<file path="config.mk">
export PLATFORM = sky130hd
export DESIGN_NAME = stcl_search
export DESIGN_NICKNAME = d
export VERILOG_FILES = /design/src/design/stcl_pkg.sv /design/src/design/stcl_search.sv
export SDC_FILE = /design/constraint.sdc
export NUM_CORES = 1
export LEC_CHECK = 0
export ABC_CLOCK_PERIOD_IN_PS = 12680
export BUFFER_PORTS_ARGS = -buffer_cell sky130_fd_sc_hd__clkbuf_2
export CORE_ASPECT_RATIO = 1.1
export CORE_MARGIN = 3
export CORE_UTILIZATION = 25
export DETAILED_ROUTE_END_ITERATION = 10
export PLACE_DENSITY = 0.42
export SYNTH_ARGS = -nofsm -noshare
export SYNTH_HDL_FRONTEND = slang
export SYNTH_SLANG_ARGS = --single-unit
</file>
<file path="constraint.sdc">
create_clock -name clk -period 12.68 [get_ports clk]
set_input_delay 2.536 -clock clk [delete_from_list [all_inputs] [get_ports clk]]
set_output_delay 2.536 -clock clk [all_outputs]
set_load 0.02 [all_outputs]
</file>
<file path="src/design/stcl_pkg.sv">
// Package for the sorted table codepoint lookup block.
// Holds table geometry, opcode values and the entry and result structs.
// No dependencies.
package stcl_pkg;

    localparam int TABLE_DEPTH  = 65536;
    localparam int OFFSET_WIDTH = 24;

    localparam int KEY_W   = 21;
    localparam int LIDX_W  = 16;
    localparam int OUT_OFS_W = 24;
    localparam int COUNT_W = 17;
    localparam int ADDR_W  = $clog2(TABLE_DEPTH);
    localparam int BOUND_W = ADDR_W + 1;

    localparam logic OP_LOAD   = 1'b0;
    localparam logic OP_LOOKUP = 1'b1;

    typedef struct packed {
        logic [KEY_W-1:0]        key;
        logic [OFFSET_WIDTH-1:0] name_ofs;
        logic [OFFSET_WIDTH-1:0] annot_ofs;
    } entry_t;

    typedef struct packed {
        logic                    found;
        logic [ADDR_W-1:0]       idx;
        logic [OFFSET_WIDTH-1:0] name_ofs;
        logic [OFFSET_WIDTH-1:0] annot_ofs;
    } result_t;

endpackage

</file>
<file path="src/design/stcl_search.sv">
// Binary search sequencer: one shared probe/compare step per iteration.
// Depends on stcl_pkg; reads the table through the RAM port in the top level.
module stcl_search
    import stcl_pkg::*;
(
    input  logic               clk,
    input  logic               rst_n,
    input  logic               start,
    input  logic [KEY_W-1:0]   key,
    input  logic [BOUND_W-1:0] count,
    output logic               busy,
    output logic [ADDR_W-1:0]  rd_addr,
    input  entry_t             rd_data,
    output logic               done,
    output result_t            result,
    input  logic               done_ack
);

    typedef enum logic [1:0] {S_IDLE, S_PROBE, S_WAIT, S_DONE} state_t;

    state_t             state_reg, state_next;
    logic [BOUND_W-1:0] lo_reg, lo_next;
    logic [BOUND_W-1:0] hi_reg, hi_next;
    logic [BOUND_W-1:0] mid_reg, mid_next;
    logic [KEY_W-1:0]   key_reg, key_next;
    result_t            res_reg, res_next;
    logic [BOUND_W-1:0] mid;

    // midpoint of the live window, rounded down
    assign mid = lo_reg + ((hi_reg - lo_reg) >> 1);

    always_comb
    begin
        state_next = state_reg;
        lo_next    = lo_reg;
        hi_next    = hi_reg;
        mid_next   = mid_reg;
        key_next   = key_reg;
        res_next   = res_reg;
        rd_addr    = mid[ADDR_W-1:0];
        unique case (state_reg)
            S_IDLE:
            begin
                if (start)
                begin
                    lo_next    = '0;
                    hi_next    = count;
                    key_next   = key;
                    state_next = S_PROBE;
                end
            end
            S_PROBE:
            begin
                if (lo_reg < hi_reg)
                begin
                    mid_next   = mid;
                    state_next = S_WAIT;
                end
                else
                begin
                    res_next   = '0;
                    state_next = S_DONE;
                end
            end
            S_WAIT:
            begin
                if (rd_data.key == key_reg)
                begin
                    res_next.found     = 1'b1;
                    res_next.idx       = mid_reg[ADDR_W-1:0];
                    res_next.name_ofs  = rd_data.name_ofs;
                    res_next.annot_ofs = rd_data.annot_ofs;
                    state_next         = S_DONE;
                end
                else if (key_reg < rd_data.key)
                begin
                    hi_next    = mid_reg;
                    state_next = S_PROBE;
                end
                else
                begin
                    lo_next    = mid_reg + BOUND_W'(1);
                    state_next = S_PROBE;
                end
            end
            S_DONE:
            begin
                if (done_ack)
                begin
                    state_next = S_IDLE;
                end
            end
            default:
            begin
                state_next = S_IDLE;
            end
        endcase
    end

    always_ff @(posedge clk or negedge rst_n)
    begin
        if (!rst_n)
        begin
            state_reg <= S_IDLE;
        end
        else
        begin
            state_reg <= state_next;
        end
    end

    always_ff @(posedge clk)
    begin
        lo_reg  <= lo_next;
        hi_reg  <= hi_next;
        mid_reg <= mid_next;
        key_reg <= key_next;
        res_reg <= res_next;
    end

    assign busy   = (state_reg != S_IDLE);
    assign done   = (state_reg == S_DONE);
    assign result = res_reg;

endmodule

</file>
==> metrics.md <==
| Metric | Value |
|---|---|
| Yosys reg bits | 139 |
| WP data required | between 10 and 15 ns |
| Final nets | 963 |
| Sequential cell area | 4160 sq um |
| Post-DP HPWL | 14000 microns |
| Setup_tns | 0 ns |
| RSZ-0062 raised after global routing | false |
| Ys Warns | 0 |
| Fill count | 2909 |
| Share of the yosys chip area belonging to registers | 56.5% |
| Pre-antenna DRT Iters | 4 |
| Post-layout util | 32.0% |
| Post-CTS setup buffer count | 0 |
| Relative slew slack | 28.0% |
| Synth top area share | 55.9% |
| CTS Buffer Depth | 2 |
| Placeable Area | 28900 sq um |
| Vias | 5053 |
| Power Density | 297 nW/um^2 |
| Starting DRT DRC Count | 217 |
| Starting Density | 25.5% |
| Crit start category | flip-flop |
| Placed inst area | 8670 sq um |
| Number of H-tree levels | 4 |
| Crit. End Element | primary output |
| Number of nets with antenna violations after routing | 0 |
| Area grow syn2layout | 25.5% |
| Worst EP arrival | 4.38 ns |
| First-pass GRT wire length | 29000 microns |
| GR Overflow Total | 0 |
| Critical-path maximum fanout | 4 |
| Share of cells above drive strength 1 | 29.5% |
| Beginning of the worst hold path | mid_reg[16] |
| Post-synth cell types | 52 |
| Ports | a little under 200 |
| Post-CTS Hold Fix Bufs | 0 |
| Post-cts sizing count | 0 |
| Gpl congestion | ~0.77 |
| Leakage power | 4.09 nW |
| Dominant cell type by area after synthesis | edfxtp_1 |
| Std cell rows | 65 |
| Root Buffer | clkbuf_16 |
| Die width | approximately 170 microns |
| Mapped Area | 7360 sq um |
| Worst Skew | about 0.011 ns |
| Hold Vio Cnt, Final | 0 |
| Clock slew at reported path FFs | roughly 0.060 ns |
| Max-slew violation count | 0 |
| R2R depth | 14 |
| DR vias/cell | 4.30 |
| Fin crit period | 6.91 ns |
| Post-Syn Instances | roughly 610 |
| Largest net degree at the start of global routing | 69 |
| Final worst slack | 5.77 ns |
| TritonCTS clock tree | done |
| Main synth FF type | edfxtp_1 |
| Full die area | between 30000 and 40000 sq um |
| Multi-input logic area | roughly 2900 sq um |
| Worst setup startpoint | lo_reg[1] |
| Worst-Margin Slew | 1.08 ns |
| Max reg flops | 65 |
| Post-synth ARST share | 1.44% |
| Worst min-delay path class | flip-flop to flip-flop |
| DP Worst Slack | 6.15 ns |
| Drt wl/cell | between 15 and 20 microns |
| Worst vdd ir | 117 uV |
| Vias in the first global route | 5127 |
| Flop-to-flop setup slack | approximately 8.5 ns |
| Initial antenna violation count | 0 |
| PortBufs | 193 |
| Crit share post-route | a little over half |
| CP endpoint | rd_addr[15] |
| F_max | roughly 140 MHz |
| Max Cap Viol | 0 |
| Average size of a mapped cell | roughly 12 sq um |
| ANT cells | 0 |
| Reg-to-Reg Start | lo_reg[0] |
| Final instance area | 9250 sq um |
| Top cells by area, synth | edfxtp_1 (56%), ha_1 (9.3%), and2_1 (5.7%) |
| Status | finished, final reports clean |
| WS Path Type | flip-flop to primary output |
| EDFF count, synth | between 100 and 150 |
| Sink Count | approximately 140 |
| Worst R2R End | mid_reg[16] |
| Setup Viol. Count Final | 0 |
| Clk Latency, worst-skew pair | 0.42 ns |
| Syn nets | 776 |
| Die span in y | around 190 microns |
| Total CTS buffers | 17 |
| GRT Total Usage | 12.1% |
| DR DRC count | 0 |
| WL final | 18900 microns |
how the worst min path moves through the flow:
stage | to | slack (ns) | depth (start not counted)
after floorplan | state_reg[1] | 0.52 | 1
after detailed placement | hi_reg[16] | 0.57 | 2
after global placement | hi_reg[16] | 0.57 | 2
final | hi_reg[16] | 0.57 | 2
after CTS | hi_reg[16] | 0.58 | 2
after global routing | hi_reg[16] | 0.62 | 2
cell usage in the layout, fill, tap and decap left out, types with 14 or more instances in the layout:
cell type and n:
nand3_1 14, clkbuf_16 17, xor2_1 19, clkbuf_2 193
a21o_1 36, a21oi_1 33, xnor2_1 21, edfxtp_1 137
and2_1 67, ha_1 55, nor2_1 32, nand2_1 27
inv_1 48
per-layer routing:
layer  track usage [%]  part of all wire (%)  wire (microns)  vias up
met5                 0                     0               0        -
met4              3.34                  0.97             184        0
met3              3.76                   6.4            1200       14
met2              19.7                    46            8690      153
met1              15.7                    47            8800     2323
li1                  -                     -               -     2563
metrics by stage:
stage / hold WS, ns / std cells / power, mW
6_report: 0.574 / 1176 / 2.75
5_1_grt: 0.615 / 1176 / 2.97
4_1_cts: 0.582 / 1176 / 2.81
3_5_place_dp: 0.570 / 1144 / 2.29
3_3_place_gp: 0.568 / 1144 / 2.30
2_1_floorplan: 0.521 / 608 / 1.95
cells in the mapped netlist (4+ instances only):
library cell  instances
edfxtp_1            137
nor2b_1               4
a21oi_1              33
clkbuf_1             13
xnor2_1              21
xor2_1               19
nor2_1               32
and4_1                5
buf_4                16
nand2_1              27
nand3_1              14
a21o_1               36
o21a_1                4
and2_1               67
nand4_1               7
ha_1                 55
o21ai_0               8
and3_1                7
nor3_1                7
inv_1                49
where the power goes:
part	internal [mW]	switching (mW)	total, mW	leakage, nW
clock	0.289	0.206	0.495	0.285
combinational	0.484	0.926	1.41	2.49
sequential	0.771	0.0698	0.840	1.32
cell type report:
cell class	instances	area share, %
Sequential cell	139	45.0
Multi-Input combinational cell	390	30.9
Timing Repair Buffer	198	10.9
Tap cell	368	4.98
Clock buffer	17	4.60
Inverter	49	1.99
Clock inverter	15	1.61
critical path, stage by stage (launching register included):
cell and delay, ns:
edfxtp_1 0.46, inv_1 0.07, ha_1 0.30, nor2b_4 0.12
o21a_1 0.18, a311o_1 0.40, a21o_2 0.22, a21oi_1 0.16
xnor2_1 0.09, ha_1 0.33, nor2_1 0.05, a311oi_1 0.60
a32oi_1 0.26, o21ai_0 0.27, xor2_1 0.22, clkbuf_2 0.20
logic make-up after synthesis:
kind of cell / share of synthesized area (%)
buffers and inverters: 4.84
AND/OR/NAND/NOR: 13.2
flip-flops: 56.5
XOR/XNOR: 4.76
adder cells (fa/ha/maj): 9.89
AO/OA/AOI/OAI: 10.8
No activity file was read; power rests on OpenSTA's default activity.
