[src/design/stcl_ram.sv]
// Generic single-port RAM with registered read data.
// Used for the lookup table; no package dependency.
module stcl_ram #(
    parameter int WIDTH = 8,
    parameter int DEPTH = 16
) (
    input  logic                     clk,
    input  logic                     we,
    input  logic [$clog2(DEPTH)-1:0] addr,
    input  logic [WIDTH-1:0]         wdata,
    output logic [WIDTH-1:0]         rdata
);

    logic [WIDTH-1:0] mem [DEPTH];
    logic [WIDTH-1:0] rdata_reg;

    always_ff @(posedge clk)
    begin
        if (we)
        begin
            mem[addr] <= wdata;
        end
        rdata_reg <= mem[addr];
    end

    assign rdata = rdata_reg;

endmodule

[config.mk]
export PLATFORM = sky130hd
export DESIGN_NAME = stcl_ram
export DESIGN_NICKNAME = d
export VERILOG_FILES = /design/src/design/stcl_ram.sv
export SDC_FILE = /design/constraint.sdc
export NUM_CORES = 1
export LEC_CHECK = 0
export BUFFER_PORTS_ARGS = -buffer_cell sky130_fd_sc_hd__buf_2
export CORE_ASPECT_RATIO = 1.2
export CORE_MARGIN = 2
export CORE_UTILIZATION = 35
export CTS_CLUSTER_SIZE = 20
export DETAILED_ROUTE_END_ITERATION = 16
export GPL_ROUTABILITY_DRIVEN = 0
export HOLD_SLACK_MARGIN = 0.15
export PLACE_DENSITY_LB_ADDON = 0.05
export SYNTH_ARGS = -nofsm -noshare
export SYNTH_HDL_FRONTEND = slang
export SYNTH_SLANG_ARGS = --single-unit
[constraint.sdc]
create_clock -name clk -period 2.2 [get_ports clk]
set_clock_uncertainty 0.1 [all_clocks]
set_input_delay 0.33 -clock clk [delete_from_list [all_inputs] [get_ports clk]]
set_output_delay 0.33 -clock clk [all_outputs]
set_load 0.005 [all_outputs]
==> results of run 1 <==
[cell type report]
cell class	instances	share of cell area
clock buffer	28	0.08415
clock inverter	3	0.01059
multi-input combinational	83	0.1634
sequential	136	0.6520
tap	175	0.03566
timing repair buffer	48	0.05420
[synth_stat cells, drive strengths merged]
| cell type | instances |
|---|---|
| a22oi | 16 |
| and2 | 1 |
| buf | 8 |
| clkbuf | 3 |
| dfxtp | 8 |
| edfxtp | 128 |
| mux4 | 32 |
| nand2 | 9 |
| nand2b | 2 |
| nand3 | 1 |
| nand3b | 2 |
| nor2 | 13 |
| nor2b | 2 |
| nor3 | 4 |
| or3b | 1 |
[how the worst max path moves through the flow]
stage / from / to / slack, ns
after floorplan: addr[2] / mem[0][0]$_DFFE_PP_ / 0.28
after global placement: addr[0] / rdata[5]$_DFF_P_ / 0.23
after detailed placement: addr[0] / rdata[5]$_DFF_P_ / 0.23
after CTS: addr[0] / rdata[1]$_DFF_P_ / 0.68
after global routing: addr[0] / rdata[1]$_DFF_P_ / 0.58
final: addr[0] / rdata[0]$_DFF_P_ / 0.67
[cell families (layout without fill, tap and decap cells)]
logic type      count (synthesis)  after routing
flops                         136            136
compound gates                 16             16
mux                            32             32
buf+inv                        11             79
simple gates                   35             35
[power breakdown]
part / switching (mW) / internal [mW] / total (mW)
logic: 0.155 / 0.124 / 0.279
registers: 0.0145 / 2.90 / 2.91
clock network: 0.931 / 1.81 / 2.74
total: 1.10 / 4.83 / 5.93
[stage by stage]
step	power (mW)	hold WS (ns)	utilization	setup WS [ns]
floorplan	3.114	0.3289	-	0.2770
global placement	3.249	0.5671	0.3889	0.2295
detailed placement	3.253	0.5762	0.3889	0.2305
CTS	6.013	0.1888	0.4296	0.6763
global route	6.127	0.2103	0.4296	0.5765
finish	5.935	0.2083	0.4296	0.6685
[metal layers]
layer	GRT usage	routed length [µm]	vias up
li1	-	-	1070
met1	0.1731	4196	1222
met2	0.2325	5096	34
met3	0.03388	260	12
met4	0.07317	192	0
met5	0	0	-
[critical path: stages]
cell and delay [ns]:
buf_2 0.26, buf_4 0.22, mux4_2 0.52, a22oi_1 0.29
nand2_1 0.09
==> impl_metrics.py, run 1 <==
metrics = {
    "floorplanning": {
        "io_pins": 22,
        "dieArea_um2": 15460,
        "initial_core_util": 0.3545,
        "die_w_um": 113.8,
        "num_rows": 48,
        "placeableCoreArea_um2": 14290,
        "die_y_um": 135.8,
    },
    "yosys": {
        "synth_top_family_by_area": "multiplexers",
        "synth_compound_area_frac": 0.02370,
        "synthTopCellsByArea": "edfxtp_1 (76%), mux4_2 (14%), dfxtp_1 (3.2%), a22oi_1 (2.4%), nor2_1 (0.96%)",
        "synth_warnings": 0,
        "synth.top_cell.area_share": 0.7585,
        "synth_xor_area_frac": 0,
        "synthSimpleGateAreaFrac": 0.03210,
        "synth_fa_ha_area_frac": 0,
        "ys_types": 18,
        "postSynthAreaPerCell_um2": 22.03,
        "seq_area_frac_synth": 0.7901,
        "syn_inst": 230,
        "yosysTopAreaCell": "edfxtp_1",
        "syn_nets": 244,
        "ys_ff_latch": 136,
        "synth_mux_area_frac": 0.1422,
        "synth_area_um2": 5067,
    },
    "global_routing": {
        "grt_max_degree": 22,
        "grt_pass1_vias": 2480,
        "antenna_found_initial": 0,
        "grt_usage": 0.1409,
        "grt_pass1_wl_mm": 15.05,
        "grt.overflow.total": 0,
    },
    "worst_setup_path": {
        "crit_type": "in2reg",
        "r2r_slack_ns": 0.74,
        "ff2ff_path_depth": 3,
        "required_ns": 2.39,
        "cp-start-kind": "primary input",
        "reg2reg_from": "mem[2][0]$_DFFE_PP_",
        "arrival_ns": 1.72,
        "worstSetupEndpointType": "flip-flop",
        "crit_path_max_fanout": 8,
        "r2r_end": "rdata[0]$_DFF_P_",
    },
    "timing": {
        "worst_pin_slew_ns": 0.6048,
        "clock.fmax_ghz": 0.6529,
        "finalSetupViolations": 0,
        "rsz0062_at_grt": "false",
        "maxSlewHeadroom": 0.5953,
        "fin_crit_sh": 0.6961,
        "hold_viol": 0,
        "maxSlewViolCount": 0,
        "tns_ns": 0,
        "period_needed_ns": 1.532,
    },
    "min_path": {
        "hold_path_startpoint": "wdata[4]",
        "min_to": "mem[5][4]$_DFFE_PP_",
        "hold_path_class": "in2reg",
        "hold-path-cell-count": 1,
    },
    "power": {
        "peakVddDrop_mv": 0.6187,
        "p_leak_nw": 2.052,
        "powerDensity_nw_per_um2": 966.5,
    },
    "clock_network": {
        "postCtsHoldBufs": 0,
        "cts.sinks": 136,
        "cts_root_buf": "clkbuf_16",
        "htree_levels": 4,
        "cts_setup_buffers": 0,
        "cts_resized": 0,
        "insertion_delay_ns": 0.41,
        "cts_inserted_buffers": 17,
        "clkTransAtPathRegs_ns": 0.05,
        "cts_max_path_buffers": 2,
        "cts_tree": "yes",
    },
    "placed_design": {
        "placed_area_um2": 5559,
        "dp_hpwl_mm": 6.937,
        "portBuffers": 21,
        "dp_cells": 442,
    },
    "final_layout": {
        "nets": 300,
        "multiInputGateArea_um2": 1003,
        "area_growth_pct": 21.19,
        "final_common_cell": "edfxtp_1",
        "regArea_um2": 4004,
        "drive_gt1_frac": 0.3557,
        "fillers": 1279,
        "largest_register_ffs": 128,
        "diodes": 0,
        "fin_area_um2": 6141,
        "final_cells": 473,
        "final_cell_mix": "edfxtp_1 (128), mux4_2 (32), buf_4 (25)",
    },
    "routing": {
        "wl_per_cell_um": 20.60,
        "postRouteWirelength_mm": 9.746,
        "vias": 2338,
        "remaining_drc_errors": 0,
        "dr.first_iter.drc_count": 128,
        "ant_nets": 0,
        "via_per_inst": 4.943,
        "drt_first_pass_iters": 4,
    },
    "flow_run": {
        "cap_viol_max_count": 0,
    },
    "outcome": {
        "status": "complete, no violations",
    },
}
Power figures use the tool's default switching activity.
==> run 2: changes to the inputs <==
--- a/config.mk
+++ b/config.mk
@@ -5,6 +5,7 @@
 export SDC_FILE = /design/constraint.sdc
 export NUM_CORES = 1
 export LEC_CHECK = 0
+export ABC_AREA = 1
 export BUFFER_PORTS_ARGS = -buffer_cell sky130_fd_sc_hd__buf_2
 export CORE_ASPECT_RATIO = 1.2
 export CORE_MARGIN = 2
==> constraint.sdc (replaced) <==
create_clock -name clk -period 1.6 [get_ports clk]
set_clock_uncertainty 0.1 [all_clocks]
set_input_delay 0.24 -clock clk [delete_from_list [all_inputs] [get_ports clk]]
set_output_delay 0.24 -clock clk [all_outputs]
set_load 0.005 [all_outputs]
==> impl_metrics.py, run 2 <==
metrics = {
    "outcome": {
        "status": "complete, no violations",
    },
    "routing": {
        "ant_nets": 0,
        "vias": 3643,
        "remaining_drc_errors": 0,
        "drt_first_pass_iters": 4,
        "wl_per_cell_um": 16.71,
        "via_per_inst": 4.448,
        "dr.first_iter.drc_count": 219,
        "postRouteWirelength_mm": 13.69,
    },
    "floorplanning": {
        "die_y_um": 142.5,
        "num_rows": 50,
        "initial_core_util": 0.3576,
        "dieArea_um2": 17010,
        "placeableCoreArea_um2": 15640,
        "io_pins": 22,
        "die_w_um": 119.4,
    },
    "yosys": {
        "synth_top_family_by_area": "simple AND/OR/NAND/NOR gates",
        "synth_compound_area_frac": 0,
        "synth_fa_ha_area_frac": 0,
        "ys_top_cells_by_count": "nand2_1 (346), edfxtp_1 (128), inv_1 (21)",
        "ys_types": 11,
        "synth-edff-count": 128,
        "postSynthAreaPerCell_um2": 10.21,
        "seq_area_frac_synth": 0.7159,
        "ys_ff_latch": 136,
        "yosysMostFrequentCell": "nand2_1",
        "synth_ff_type": "edfxtp_1",
        "syn_inst": 548,
        "synthTopCellsByArea": "edfxtp_1 (69%), nand2_1 (23%), dfxtp_1 (2.9%), inv_1 (1.4%), nor2_1 (1.2%)",
        "synth.top_cell.area_share": 0.6872,
        "synth_xor_area_frac": 0,
        "synthSimpleGateAreaFrac": 0.2479,
        "yosysTopAreaCell": "edfxtp_1",
        "synth_warnings": 0,
        "synth_mux_area_frac": 0,
        "syn_nets": 562,
        "synth_async_sr_flop_share": 0,
        "synth_area_um2": 5593,
    },
    "timing": {
        "worst_pin_slew_ns": 0.4255,
        "period_needed_ns": 1.221,
        "finalSetupViolations": 0,
        "setup_slack_ns": 0.3790,
        "maxSlewViolCount": 0,
        "maxSlewHeadroom": 0.7163,
        "rsz0062_at_grt": "false",
        "hold_viol": 0,
        "fin_crit_sh": 0.7631,
        "clock.fmax_ghz": 0.8190,
    },
    "final_layout": {
        "largest_register_ffs": 128,
        "post-route-util": 0.4306,
        "diodes": 0,
        "drive_gt1_frac": 0.1358,
        "final_common_cell": "nand2_1",
        "final_cells": 819,
        "fin_area_um2": 6734,
        "final_cell_mix": "nand2_1 (346), edfxtp_1 (128), buf_4 (22)",
        "fillers": 1522,
        "area_growth_pct": 20.40,
        "nets": 612,
    },
    "power": {
        "switching_power_mw": 1.778,
        "seqPwrFrac": 0.490,
        "power.share.clock": 0.447,
        "internal_power_mw": 6.402,
        "p_leak_nw": 2.873,
        "peakVddDrop_mv": 0.6212,
        "power_frac_comb": 0.064,
        "total_power_mw": 8.180,
        "powerDensity_nw_per_um2": 1215,
        "switching_share": 0.2173,
    },
    "clock_network": {
        "cts_root_buf": "clkbuf_16",
        "cts_inserted_buffers": 17,
        "cts.sinks": 136,
        "cts_setup_buffers": 0,
        "postCtsHoldBufs": 2,
        "cts_tree": "yes",
        "cts_max_path_buffers": 2,
        "htree_levels": 4,
        "clkTransAtPathRegs_ns": 0.06,
        "insertion_delay_ns": 0.42,
        "cts_resized": 0,
    },
    "global_routing": {
        "grt_util_met1": 0.2248,
        "grt.overflow.total": 0,
        "top_usage_layer": "met2",
        "grt_pass1_vias": 3658,
        "antenna_found_initial": 0,
        "use_met3": 0.04046,
        "met2_usage": 0.2892,
        "grt_pass1_wl_mm": 21.15,
        "grt_usage": 0.1752,
        "grt_max_degree": 45,
    },
    "worst_setup_path": {
        "required_ns": 1.26,
        "arrival_ns": 0.88,
        "slowest_stage": "dfxtp_1",
        "crit_type": "reg2out",
        "crit_chain": "buf_2",
        "cp-start-kind": "flip-flop",
        "critical_path_buf_inv_count": 1,
        "cp_top_family": "flip-flops",
        "worst_path_largest_cell_delay_ns": 0.34,
        "worstSetupEndpointType": "output pin",
        "crit_path_max_fanout": 1,
    },
    "flow_run": {
        "cap_viol_max_count": 0,
    },
    "min_path": {
        "hold_path_class": "in2reg",
    },
    "placed_design": {
        "dp_cells": 785,
        "dp_hpwl_mm": 8.448,
        "placed_area_um2": 6167,
        "portBuffers": 21,
        "dp_worst_setup_slack_ns": 0.03176,
    },
}
run 2: cell families after synthesis:
group,Yosys count
buffers and inverters,44
DFF,136
and+or+nand+nor,368
run 2: final timing paths:
kind                               end                 from  depth (start not counted)  slack (ns)
hold reg to reg       rdata[7]$_DFF_P_  mem[8][7]$_DFFE_PP_                          8        0.60
setup reg to reg      rdata[0]$_DFF_P_  mem[1][0]$_DFFE_PP_                          8        0.44
hold / removal    mem[10][6]$_DFFE_PP_             wdata[6]                          1        0.16
setup / recovery              rdata[5]     rdata[5]$_DFF_P_                          1        0.38
run 2: through the flow:
step / hold WS (ns) / setup TNS [ns]
global placement: 0.5162 / 0
detailed placement: 0.5210 / 0
CTS: 0.1571 / 0
floorplan: 0.2389 / -6.846
finish: 0.1598 / 0
global route: 0.1600 / 0
run 2: metal layers:
| layer | wire, µm | vias to the layer above |
|---|---|---|
| met4 | 206 | 0 |
| li1 | - | 1850 |
| met5 | 0 | - |
| met2 | 6601 | 66 |
| met1 | 6420 | 1713 |
| met3 | 457 | 14 |
run 2: cell type report:
cell class / instances / area (µm²) / area share
Sequential cell: 136 / 4004 / 0.5946
Tap cell: 208 / 260.3 / 0.03865
Clock inverter: 11 / 106.4 / 0.01579
Inverter: 23 / 86.33 / 0.01282
Timing Repair Buffer: 52 / 430.4 / 0.06392
Multi-Input combinational cell: 368 / 1406 / 0.2088
Clock buffer: 21 / 440.4 / 0.06540
run 2: power groups by stage:
stage	clock [mW]	sequential, mW	combinational [mW]
global route	3.88	4.01	0.593
detailed placement	0	4.08	0.530
floorplan	0	4.08	0.278
global placement	0	4.08	0.528
finish	3.65	4.00	0.520
CTS	3.73	4.00	0.535
==> run 3: changes to the inputs <==
==> constraint.sdc (replaced) <==
create_clock -name clk -period 1.1 [get_ports clk]
set_clock_uncertainty 0.1 [all_clocks]
set_input_delay 0.165 -clock clk [delete_from_list [all_inputs] [get_ports clk]]
set_output_delay 0.165 -clock clk [all_outputs]
set_load 0.005 [all_outputs]
==> impl_metrics.py, run 3 (synthesis gave the netlist of run 2 again) <==
metrics = {
    "global_routing": {
        "grt_pass1_wl_mm": 21.60,
        "grt_pass1_vias": 3698,
        "grt_usage": 0.1768,
        "antenna_found_initial": 0,
        "grt_max_degree": 26,
        "grt.overflow.total": 0,
    },
    "outcome": {
        "status": "finished with violations",
        "violations": "negative setup slack",
    },
    "worst_setup_path": {
        "r2r_end": "rdata[0]$_DFF_P_",
        "cp-start-kind": "flip-flop",
        "crit_path_max_fanout": 1,
        "reg2reg_from": "mem[1][0]$_DFFE_PP_",
        "crit_type": "reg2out",
        "crit_start": "rdata[2]$_DFF_P_",
        "slowest_stage": "dfxtp_2",
        "required_ns": 0.83,
        "worst_path_largest_cell_delay_ns": 0.32,
        "ff2ff_path_depth": 8,
        "worstSetupPathDepth": 1,
        "critical_path_buf_inv_count": 1,
        "crit_end": "rdata[2]",
        "cp_top_family": "flip-flops",
        "r2r_slack_ns": 0,
        "arrival_ns": 0.84,
        "crit_chain": "buf_2",
        "worstSetupEndpointType": "output pin",
    },
    "timing": {
        "period_needed_ns": 1.108,
        "worst_pin_slew_ns": 0.4072,
        "clock.fmax_ghz": 0.9027,
        "finalSetupViolations": 2,
        "maxSlewViolCount": 0,
        "fin_crit_sh": 1.007,
        "maxSlewHeadroom": 0.7285,
        "setup_slack_ns": -0.007797,
        "hold_viol": 0,
        "rsz0062_at_grt": "true",
    },
    "routing": {
        "dr.first_iter.drc_count": 239,
        "via_per_inst": 4.446,
        "remaining_drc_errors": 0,
        "postRouteWirelength_mm": 13.80,
        "vias": 3672,
        "wl_per_cell_um": 16.71,
        "drt_first_pass_iters": 4,
        "ant_nets": 0,
    },
    "final_layout": {
        "multiInputGateArea_um2": 1627,
        "fillers": 1484,
        "final_cell_mix": "nand2_1 (324), edfxtp_1 (128), nand2_2 (22)",
        "fin_area_um2": 7073,
        "final_common_cell": "nand2_1",
        "regArea_um2": 4006,
        "area_growth_pct": 26.47,
        "diodes": 0,
        "largest_register_ffs": 128,
        "drive_gt1_frac": 0.2152,
        "nets": 619,
    },
    "clock_network": {
        "cts_tree": "yes",
        "cts_root_buf": "clkbuf_16",
        "cts_setup_buffers": 0,
        "insertion_delay_ns": 0.42,
        "clkTransAtPathRegs_ns": 0.05,
        "cts.sinks": 136,
        "cts_inserted_buffers": 17,
        "htree_levels": 4,
        "cts_max_path_buffers": 2,
    },
    "floorplanning": {
        "die_y_um": 142.5,
        "initial_core_util": 0.3576,
        "die_w_um": 119.4,
        "num_rows": 50,
        "dieArea_um2": 17010,
        "io_pins": 22,
        "placeableCoreArea_um2": 15640,
    },
    "flow_run": {
        "cap_viol_max_count": 0,
    },
    "placed_design": {
        "placed_area_um2": 6392,
        "portBuffers": 21,
        "dp_hpwl_mm": 9.423,
    },
    "power": {
        "powerDensity_nw_per_um2": 1683,
        "peakVddDrop_mv": 0.8342,
        "p_leak_nw": 2.928,
        "total_power_mw": 11.90,
    },
    "min_path": {
        "hold_path_class": "in2reg",
    },
}
run 3: power breakdown:
part | total (mW) | internal [mW] | switching [mW]
Sequential | 5.83 | 5.80 | 0.0303
Clock | 5.13 | 3.10 | 2.04
Combinational | 0.944 | 0.334 | 0.610
run 3: cell type report:
| cell class | count | area share |
|---|---|---|
| well taps | 208 | 0.03679 |
| multi-input cells | 368 | 0.2300 |
| clock inverters | 8 | 0.006722 |
| clock buffers | 24 | 0.06952 |
| inverters | 23 | 0.01574 |
| repair buffers | 59 | 0.07483 |
| flip-flops and latches | 136 | 0.5664 |
run 3: tightest hold or removal path, delay by kind of cell:
| kind | cells | cell delay (ns) |
|---|---|---|
| buffers and inverters | 3 | 0.34 |
| AND/OR/NAND/NOR | 4 | 0.21 |
run 3: through the flow:
| stage | utilization | std cells | hold WS, ns | TNS (ns) | setup slack (ns) |
|---|---|---|---|---|---|
| 2_1_floorplan | - | 548 | 0.1639 | -11.17 | -0.1161 |
| 3_3_place_gp | 0.4087 | 786 | 0.3999 | -39.36 | -0.3372 |
| 3_5_place_dp | 0.4087 | 786 | 0.4171 | -40.58 | -0.3561 |
| 4_1_cts | 0.4489 | 826 | 0.2419 | -0.07159 | -0.03182 |
| 5_1_grt | 0.4522 | 826 | 0.2617 | -0.6925 | -0.09095 |
| 6_report | 0.4522 | 826 | 0.2595 | -0.01057 | -0.007797 |
run 3: how the worst min path moves through the flow:
stage	from	endpoint	slack [ns]	cells after the start
2_1_floorplan	wdata[0]	mem[0][0]$_DFFE_PP_	0.16	0
3_3_place_gp	wdata[0]	mem[3][0]$_DFFE_PP_	0.40	1
3_5_place_dp	wdata[0]	mem[3][0]$_DFFE_PP_	0.42	1
4_1_cts	we	mem[1][2]$_DFFE_PP_	0.24	3
5_1_grt	we	mem[2][4]$_DFFE_PP_	0.26	3
6_report	addr[2]	rdata[4]$_DFF_P_	0.26	7
run 3: routing by layer:
metal  GRT usage  vias to the layer above  wire [µm]
li1            -                     1876          -
met1      0.2283                     1703       6113
met2      0.2958                       78       6802
met3     0.03566                       15        698
met4     0.06502                        0        188
met5           0                        -          0
run 3: repair_timing:
item | 4_1_cts | 5_1_grt
gates resized for setup | 4 | 24
hold buffers | 8 | 0
setup endpoints to repair | 12 | 16
pin swaps | 7 | 30
endpoints found under the hold margin | 128 | 0
